## src/rtl/spd_pkg.sv

```systemverilog
// Shared types, register codes and constants of the sequence pattern deleter.
// No dependencies; every other RTL module uses it.
`default_nettype none

package spd_pkg;

   localparam int unsigned PATTERN_MAX_DEF = 4;
   localparam int unsigned WordCount       = 4;
   localparam int unsigned WordIdxW        = 2;
   localparam int unsigned CountW          = 3;
   localparam int unsigned AddrW           = 5;
   localparam int unsigned DataW           = 32;

   typedef logic signed [31:0] spd_word_type;

   typedef enum logic [2:0] {
      REG_PATTERN_LENGTH = 3'd0,
      REG_PATTERN_WORD_0 = 3'd1,
      REG_PATTERN_WORD_1 = 3'd2,
      REG_PATTERN_WORD_2 = 3'd3,
      REG_PATTERN_WORD_3 = 3'd4
   } spd_reg_type;

   typedef struct packed {
      spd_word_type element_value;
      logic         stream_end;
   } spd_req_type;

   typedef struct packed {
      spd_word_type kept_value;
      logic         run_last;
      logic         sequence_done;
   } spd_rsp_type;

   typedef struct packed {
      logic [CountW-1:0]                pattern_length;
      spd_word_type [WordCount-1:0]     pattern_word;
   } spd_cfg_type;

   // Results produced by one item: how many, and whether it closes the stream.
   typedef struct packed {
      logic [CountW-1:0] count;
      logic              stream_end;
   } spd_bundle_ctl_type;

endpackage

`default_nettype wire

```

## src/rtl/spd_csr.sv

```systemverilog
// APB-style register file: pattern length and the four pattern words.
// Depends on spd_pkg.
`default_nettype none

module spd_csr (
   input  logic                         clock,
   input  logic                         reset,
   input  logic                         csr_psel,
   input  logic                         csr_penable,
   input  logic                         csr_pwrite,
   input  logic [spd_pkg::AddrW-1:0]    csr_paddr,
   input  logic [spd_pkg::DataW-1:0]    csr_pwdata,
   output logic [spd_pkg::DataW-1:0]    csr_prdata,
   output logic                         csr_pready,
   output spd_pkg::spd_cfg_type         cfg
);
   import spd_pkg::*;

   spd_cfg_type cfg_ff, cfg_in;
   logic [2:0]  reg_idx;
   logic        wr_en;

   assign reg_idx    = csr_paddr[AddrW-1:2];
   assign wr_en      = csr_psel && csr_penable && csr_pwrite;
   assign csr_pready = 1'b1;
   assign cfg        = cfg_ff;

   always_comb begin
      cfg_in = cfg_ff;
      if (wr_en) begin
         case (reg_idx)
            REG_PATTERN_LENGTH: cfg_in.pattern_length  = csr_pwdata[CountW-1:0];
            REG_PATTERN_WORD_0: cfg_in.pattern_word[0] = csr_pwdata;
            REG_PATTERN_WORD_1: cfg_in.pattern_word[1] = csr_pwdata;
            REG_PATTERN_WORD_2: cfg_in.pattern_word[2] = csr_pwdata;
            REG_PATTERN_WORD_3: cfg_in.pattern_word[3] = csr_pwdata;
            default: ;
         endcase
      end
   end

   always_comb begin
      case (reg_idx)
         REG_PATTERN_LENGTH: csr_prdata = {{(DataW-CountW){1'b0}}, cfg_ff.pattern_length};
         REG_PATTERN_WORD_0: csr_prdata = cfg_ff.pattern_word[0];
         REG_PATTERN_WORD_1: csr_prdata = cfg_ff.pattern_word[1];
         REG_PATTERN_WORD_2: csr_prdata = cfg_ff.pattern_word[2];
         REG_PATTERN_WORD_3: csr_prdata = cfg_ff.pattern_word[3];
         default:            csr_prdata = '0;
      endcase
   end

   always_ff @(posedge clock) begin
      if (reset) begin
         cfg_ff.pattern_length <= CountW'(1);
         cfg_ff.pattern_word   <= '0;
      end else begin
         cfg_ff <= cfg_in;
      end
   end

endmodule

`default_nettype wire

```

## src/rtl/spd_match.sv

```systemverilog
// Match engine: match count, held values and the list of results for one item.
// Depends on spd_pkg.
`default_nettype none

module spd_match #(
   parameter int unsigned PATTERN_MAX = spd_pkg::PATTERN_MAX_DEF
) (
   input  logic                         clock,
   input  logic                         reset,
   input  spd_pkg::spd_cfg_type         cfg,
   input  spd_pkg::spd_req_type         item,
   input  logic                         advance,
   output spd_pkg::spd_word_type        slot_val [PATTERN_MAX],
   output spd_pkg::spd_bundle_ctl_type  bundle_ctl
);
   import spd_pkg::*;

   localparam int unsigned HeldDepth = (PATTERN_MAX > 1) ? PATTERN_MAX - 1 : 1;
   localparam int unsigned HeldIdxW  = (HeldDepth > 1) ? $clog2(HeldDepth) : 1;

   logic [CountW-1:0]   match_count_ff, match_count_in;
   spd_word_type        held_ff [HeldDepth];

   logic [CountW-1:0]   eff_len;
   logic                hit_cur;
   logic                hit_first;
   logic                full_match;
   logic                single;
   logic [CountW-1:0]   flush_count;
   logic                keep_value;
   logic                held_we;
   logic [HeldIdxW-1:0] held_idx;

   always_comb begin
      if (cfg.pattern_length == '0) begin
         eff_len = CountW'(1);
      end else if (cfg.pattern_length > CountW'(PATTERN_MAX)) begin
         eff_len = CountW'(PATTERN_MAX);
      end else begin
         eff_len = cfg.pattern_length;
      end
   end

   assign hit_cur    = (match_count_ff < eff_len) &&
                       (item.element_value == cfg.pattern_word[match_count_ff[WordIdxW-1:0]]);
   assign hit_first  = (item.element_value == cfg.pattern_word[0]);
   assign full_match = ((match_count_ff + CountW'(1)) == eff_len);
   assign single     = (eff_len == CountW'(1));

   always_comb begin
      if (hit_cur) begin
         // extend the match, drop the whole occurrence, or flush it all at end of stream
         flush_count    = (item.stream_end && !full_match) ? match_count_ff : '0;
         keep_value     = item.stream_end && !full_match;
         match_count_in = (full_match || item.stream_end) ? '0
                                                          : match_count_ff + CountW'(1);
         held_we        = !full_match;
         held_idx       = match_count_ff[HeldIdxW-1:0];
      end else begin
         // emit held values, then retry the value as the start of a new match
         flush_count    = match_count_ff;
         keep_value     = !hit_first || (!single && item.stream_end);
         match_count_in = (hit_first && !single && !item.stream_end) ? CountW'(1) : '0;
         held_we        = hit_first && !single;
         held_idx       = '0;
      end
   end

   always_comb begin
      for (int j = 0; j < PATTERN_MAX; j++) begin
         slot_val[j] = item.element_value;
      end
      for (int j = 0; j < HeldDepth; j++) begin
         if (CountW'(j) < flush_count) begin
            slot_val[j] = held_ff[j];
         end
      end
   end

   assign bundle_ctl.count      = flush_count + CountW'(keep_value);
   assign bundle_ctl.stream_end = item.stream_end;

   always_ff @(posedge clock) begin
      if (reset) begin
         match_count_ff <= '0;
      end else if (advance) begin
         match_count_ff <= match_count_in;
      end
   end

   always_ff @(posedge clock) begin
      if (advance && held_we) begin
         held_ff[held_idx] <= item.element_value;
      end
   end

endmodule

`default_nettype wire

```

## src/rtl/spd_out.sv

```systemverilog
// Result register: holds the results of one item and hands them out one a cycle while rsp_ready is high.
// Depends on spd_pkg.
`default_nettype none

module spd_out #(
   parameter int unsigned PATTERN_MAX = spd_pkg::PATTERN_MAX_DEF
) (
   input  logic                         clock,
   input  logic                         reset,
   input  logic                         load,
   input  spd_pkg::spd_word_type        slot_val [PATTERN_MAX],
   input  spd_pkg::spd_bundle_ctl_type  bundle_ctl,
   output logic                         can_load,
   output logic                         rsp_valid,
   input  logic                         rsp_ready,
   output spd_pkg::spd_rsp_type         rsp_payload
);
   import spd_pkg::*;

   localparam int unsigned SlotW = (PATTERN_MAX > 1) ? $clog2(PATTERN_MAX) : 1;

   spd_word_type     vals_ff [PATTERN_MAX];
   logic             valid_ff, valid_in;
   logic [SlotW-1:0] ptr_ff, ptr_in;
   logic [SlotW-1:0] last_ff, last_in;
   logic             end_ff, end_in;
   logic             at_last;
   logic             finishing;
   logic             take;
   logic [CountW-1:0] last_wide;

   assign at_last   = (ptr_ff == last_ff);
   assign finishing = valid_ff && rsp_ready && at_last;
   assign can_load  = !valid_ff || finishing;
   assign take      = load && (bundle_ctl.count != '0);
   assign last_wide = bundle_ctl.count - CountW'(1);

   always_comb begin
      valid_in = valid_ff;
      ptr_in   = ptr_ff;
      last_in  = last_ff;
      end_in   = end_ff;
      if (take) begin
         valid_in = 1'b1;
         ptr_in   = '0;
         last_in  = last_wide[SlotW-1:0];
         end_in   = bundle_ctl.stream_end;
      end else if (finishing) begin
         valid_in = 1'b0;
      end else if (valid_ff && rsp_ready) begin
         ptr_in = ptr_ff + SlotW'(1);
      end
   end

   always_ff @(posedge clock) begin
      if (reset) begin
         valid_ff <= 1'b0;
         ptr_ff   <= '0;
         last_ff  <= '0;
         end_ff   <= 1'b0;
      end else begin
         valid_ff <= valid_in;
         ptr_ff   <= ptr_in;
         last_ff  <= last_in;
         end_ff   <= end_in;
      end
   end

   always_ff @(posedge clock) begin
      if (take) begin
         for (int j = 0; j < PATTERN_MAX; j++) begin
            vals_ff[j] <= slot_val[j];
         end
      end
   end

   assign rsp_valid                 = valid_ff;
   assign rsp_payload.kept_value    = vals_ff[ptr_ff];
   assign rsp_payload.run_last      = at_last;
   assign rsp_payload.sequence_done = at_last && end_ff;

endmodule

`default_nettype wire

```

## src/rtl/sequence_pattern_deleter.sv

```systemverilog
// Sequence pattern deleter: removes every complete occurrence of a configured
// pattern of 1 to PATTERN_MAX signed 32-bit values from a stream. Values that
// match a prefix of the pattern are held back and emitted in order on a
// mismatch or at end of stream; a full match drops them. Each transaction
// passes an input register, the match engine and a result register. One
// transaction is taken per cycle while the output does not stall, as long as
// each gives at most one result; a transaction that gives n results (n up to
// PATTERN_MAX) holds the result register and hands them out one result per
// cycle while rsp_ready is high, and one more transaction waits in the input
// register meanwhile. Transactions with no result skip the result register.
// Depends on spd_pkg, spd_csr, spd_match and spd_out.
`default_nettype none

module sequence_pattern_deleter #(
   parameter int unsigned PATTERN_MAX = spd_pkg::PATTERN_MAX_DEF
) (
   input  logic                       clock,
   input  logic                       reset,
   input  logic                       req_valid,
   output logic                       req_ready,
   input  spd_pkg::spd_req_type       req_payload,
   output logic                       rsp_valid,
   input  logic                       rsp_ready,
   output spd_pkg::spd_rsp_type       rsp_payload,
   input  logic                       csr_psel,
   input  logic                       csr_penable,
   input  logic                       csr_pwrite,
   input  logic [spd_pkg::AddrW-1:0]  csr_paddr,
   input  logic [spd_pkg::DataW-1:0]  csr_pwdata,
   output logic [spd_pkg::DataW-1:0]  csr_prdata,
   output logic                       csr_pready
);
   import spd_pkg::*;

   spd_cfg_type        cfg;
   spd_req_type        item_ff;
   logic               item_valid_ff, item_valid_in;
   logic               advance;
   logic               can_load;
   logic               req_fire;
   spd_word_type       slot_val [PATTERN_MAX];
   spd_bundle_ctl_type bundle_ctl;

   spd_csr u_csr (
      .clock       (clock),
      .reset       (reset),
      .csr_psel    (csr_psel),
      .csr_penable (csr_penable),
      .csr_pwrite  (csr_pwrite),
      .csr_paddr   (csr_paddr),
      .csr_pwdata  (csr_pwdata),
      .csr_prdata  (csr_prdata),
      .csr_pready  (csr_pready),
      .cfg         (cfg)
   );

   // advance the held item into the match engine when the result register frees up
   assign advance       = item_valid_ff && can_load;
   assign req_ready     = !item_valid_ff || advance;
   assign req_fire      = req_valid && req_ready;
   assign item_valid_in = req_fire || (item_valid_ff && !advance);

   always_ff @(posedge clock) begin
      if (reset) begin
         item_valid_ff <= 1'b0;
      end else begin
         item_valid_ff <= item_valid_in;
      end
   end

   always_ff @(posedge clock) begin
      if (req_fire) begin
         item_ff <= req_payload;
      end
   end

   spd_match #(
      .PATTERN_MAX (PATTERN_MAX)
   ) u_match (
      .clock      (clock),
      .reset      (reset),
      .cfg        (cfg),
      .item       (item_ff),
      .advance    (advance),
      .slot_val   (slot_val),
      .bundle_ctl (bundle_ctl)
   );

   spd_out #(
      .PATTERN_MAX (PATTERN_MAX)
   ) u_out (
      .clock       (clock),
      .reset       (reset),
      .load        (advance),
      .slot_val    (slot_val),
      .bundle_ctl  (bundle_ctl),
      .can_load    (can_load),
      .rsp_valid   (rsp_valid),
      .rsp_ready   (rsp_ready),
      .rsp_payload (rsp_payload)
   );

endmodule

`default_nettype wire

```

## config.mk

```make
export PLATFORM = sky130hd
export DESIGN_NAME = sequence_pattern_deleter
export DESIGN_NICKNAME = d
export VERILOG_FILES = /design/src/rtl/spd_pkg.sv /design/src/rtl/spd_csr.sv /design/src/rtl/spd_match.sv /design/src/rtl/spd_out.sv /design/src/rtl/sequence_pattern_deleter.sv
export SDC_FILE = /design/constraint.sdc
export NUM_CORES = 1
export LEC_CHECK = 0
export CAP_MARGIN = 20
export CORE_ASPECT_RATIO = 1.2
export CORE_MARGIN = 3
export CORE_UTILIZATION = 50
export CTS_BUF_LIST = sky130_fd_sc_hd__clkbuf_4 sky130_fd_sc_hd__clkbuf_8
export DETAILED_ROUTE_END_ITERATION = 10
export DONT_BUFFER_PORTS = 1
export MAX_ROUTING_LAYER = met4
export SYNTH_ARGS = -nofsm -noshare
export SYNTH_HDL_FRONTEND = slang
export SYNTH_SLANG_ARGS = --single-unit
```

## constraint.sdc

```tcl
create_clock -name clock -period 9.1 [get_ports clock]
set_clock_uncertainty 0.2 [all_clocks]
set_input_delay 0.91 -clock clock [delete_from_list [all_inputs] [get_ports clock]]
set_output_delay 0.91 -clock clock [all_outputs]
set_load 0.02 [all_outputs]
```

==> results.sh <==
export IMPL_status="complete, no violations"
export IMPL_htreeDepth=3
export IMPL_synth_flop_cell="edfxtp_1"
export IMPL_postCtsSetupRepairBufs=0
export IMPL_post_cts_resized=0
export IMPL_critPathLaunch="u_match.match_count_ff[0]$_SDFFE_PP0P_"
export IMPL_rsz0062_at_grt="no"
export IMPL_clk_latency_ns=0.59
export IMPL_die_width_um=178
export IMPL_whs_ns=0.214
export IMPL_final_hold_viol_count=0
export IMPL_finalCritPeriodShare_pct=67.3
export IMPL_ys_seq_area_share_pct=59.9
export IMPL_synth_top_area_cell="edfxtp_1"
export IMPL_ioPinCount=146
export IMPL_place_area_um2=17900
export IMPL_pre_cts_ws_ns=2.94
export IMPL_ir_drop_uv=99.4
export IMPL_grt_pass1_vias=11400
export IMPL_p_total_mw=3.69
export IMPL_yosysTopAreaCellShare_pct=43.7
export IMPL_fmax_mhz=163
export IMPL_num_vias=11200
export IMPL_holdCritPathClass="input port to flip-flop"
export IMPL_synth_cells=1410
export IMPL_p_leak_nw=6.38
export IMPL_fin_setup_tns_ns=0
export IMPL_setup_ws_ns=2.98
export IMPL_dp_cells=1777
export IMPL_dr_pass1_iters=5
export IMPL_hp_start="req_payload[22]"
export IMPL_drc_errors=0
export IMPL_place_detailed_hpwl_um=27100
export IMPL_drive_above_1_share_pct=20.6
export IMPL_grt_total_usage_pct=25.1
export IMPL_die_height_um=212
export IMPL_finish_utilization_pct=55.7
export IMPL_io_buffers=0
export IMPL_area_delta_synth_final_pct=8.53
export IMPL_hold_buffers=0
export IMPL_slew_limit_headroom_pct=25.7
export IMPL_placementRows=74
export IMPL_clk_pin_slew_ns=0.06
export IMPL_ys_warnings_count=0
export IMPL_finalWeightedCongestion=0.859
export IMPL_syn_num_nets=1494
export IMPL_drv_cap=0
export IMPL_async_reset_ff_share_pct=0
export IMPL_required_ns=9.35
export IMPL_synth_area_top_cells="edfxtp_1 (44%), dfxtp_1 (16%), nand2_1 (6.5%), mux2_2 (6.2%), mux4_2 (5.7%)"
export IMPL_yosys_register_bits=400
export IMPL_critical_path_peak_fanout=50
export IMPL_finalSetupViolCount=0
export IMPL_overflow=0
export IMPL_synth_edf_count=257
export IMPL_clk_path_buf_depth=3
export IMPL_r2r_start="u_match.match_count_ff[0]$_SDFFE_PP0P_"
export IMPL_ant_nets=0
export IMPL_p_per_area_nw_per_um2=192
export IMPL_drt_iter0_markers=886
export IMPL_crit_type="flip-flop to flip-flop"
export IMPL_start_util_pct=51.3
export IMPL_design_area_um2=19200
export IMPL_grt_pass1_wl_um=69000
export IMPL_maxSlewViolCount=0
export IMPL_fin_nets=1474
export IMPL_drt_wl_total_um=45800
export IMPL_antenna_found_initial=2
export IMPL_critPathLaunchType="flip-flop"
export IMPL_via_per_inst=5.93
export IMPL_dieArea_um2=37600
export IMPL_ys_types=58
export IMPL_multi_input_area_um2=6550
export IMPL_core_um2=34400
export IMPL_period_needed_ns=6.12
export IMPL_cts_buffers=67
export IMPL_worstPathArrival_ns=6.37
export IMPL_synth_area_per_cell_um2=12.5
export IMPL_cts_tree="yes"
export IMPL_synth_cell_area_um2=17700
export IMPL_tightest_slew_ns=1.11
export IMPL_critPathCaptureType="flip-flop"
export IMPL_cts_sinks=400
export IMPL_root_buffer="clkbuf_8"
export IMPL_final_instance_count_excl_fill=1894
export IMPL_grt_start_max_net_pins=144
export IMPL_nFillCells=2959
export IMPL_regArea_um2=10600
export IMPL_post_drt_wl_per_cell_um=24.2
## cell usage in the layout (no fill, tap or decap), types with 8 or more instances in the layout
cell type    n
a21oi_1    141
a22oi_1     60
buf_4       15
clkbuf_4    33
clkbuf_8    73
dfxtp_1    140
edfxtp_1   257
inv_1       13
mux2_2      98
mux2i_1     35
mux4_1       8
mux4_2      45
nand2_1    301
nor2_1      21
nor4_1      11
o21ai_0     10
xnor2_1     21
xor2_1      49
## cell type report
cell class | instances | area share (%)
Sequential cell | 400 | 55.2
Multi-Input combinational cell | 893 | 34.2
Inverter | 13 | 0.254
Clock buffer | 106 | 6.53
Clock inverter | 9 | 0.235
Timing Repair Buffer | 15 | 0.587
Tap cell | 456 | 2.98
Antenna cell | 2 | 0.0261
## cells by family (layout without fill, tap and decap cells)
group,after synthesis,after routing,share of synthesized area [%]
simple gates,388,388,9.19
mux,190,190,15.5
other cells,1,3,0.0212
compound gates,237,237,8.14
xor+xnor,70,70,3.47
fa+ha+maj,7,7,0.496
buf+inv,117,143,3.34
flops,400,400,59.9
## report_power, final
group / switching, mW / internal [mW]
sequential: 0.0409 / 1.98
clock: 0.685 / 0.868
combinational: 0.0738 / 0.0441
## synthesized netlist by cell type, types with 3 or more instances
master	instances
buf_6	12
nand4_1	6
dfxtp_1	143
and3_1	5
xnor2_1	21
o22ai_1	3
a22oi_1	60
clkbuf_1	71
o21ai_0	10
nor2b_1	6
mux2_2	98
nor4_1	12
a21oi_1	142
mux2i_1	35
nor3_1	7
buf_2	5
buf_1	8
mux4_2	45
nand2_1	304
nand2b_1	3
buf_4	6
and2_1	6
xor2_1	49
nand3_1	7
edfxtp_1	257
mux4_1	8
ha_1	7
nor2_1	21
o21a_1	4
inv_1	13
## flip-flops by register name, summed over array words and instances (netlist names), named ones only
register / cells
u_out.last_ff: 2
u_match.held_ff: 96
item_ff: 33
u_csr.cfg: 131
item_valid_ff: 1
u_out.rsp_valid: 1
u_match.match_count_ff: 3
u_out.vals_ff: 128
u_out.ptr_ff: 2
u_out.end_ff: 1
## layer usage
metal | GRT usage, % | vias up | wire length, µm
li1 | - | 5118 | -
met1 | 30.8 | 5615 | 18500
met2 | 41.0 | 402 | 22700
met3 | 5.36 | 96 | 3130
met4 | 9.62 | 0 | 1440
met5 | - | - | 0
## final timing paths
kind / end / slack (ns) / depth (start not counted)
setup / recovery: u_out.last_ff[1]$_SDFFE_PP0P_ / 2.98 / 17
hold / removal: item_ff[22]$_DFFE_PP_ / 0.21 / 0
setup reg to reg: u_out.last_ff[1]$_SDFFE_PP0P_ / 2.98 / 17
hold reg to reg: u_csr.cfg[72]$_SDFFE_PP0P_ / 0.27 / 2
## worst max-delay path, cell delays in order, from the launching register on
cell and delay [ns]:
dfxtp_2 0.66, buf_4 0.46, mux4_2 0.56, xnor2_1 0.44
nand4_1 0.19, a2111oi_2 0.40, and4_4 0.37, nand2_4 0.09
o21a_1 0.12, ha_1 0.18, ha_1 0.27, inv_1 0.04
ha_1 0.20, nand3_1 0.09, a21oi_1 0.04, and3b_4 0.66
buf_4 0.65, mux2_4 0.35
Power figures use the tool's default switching activity.
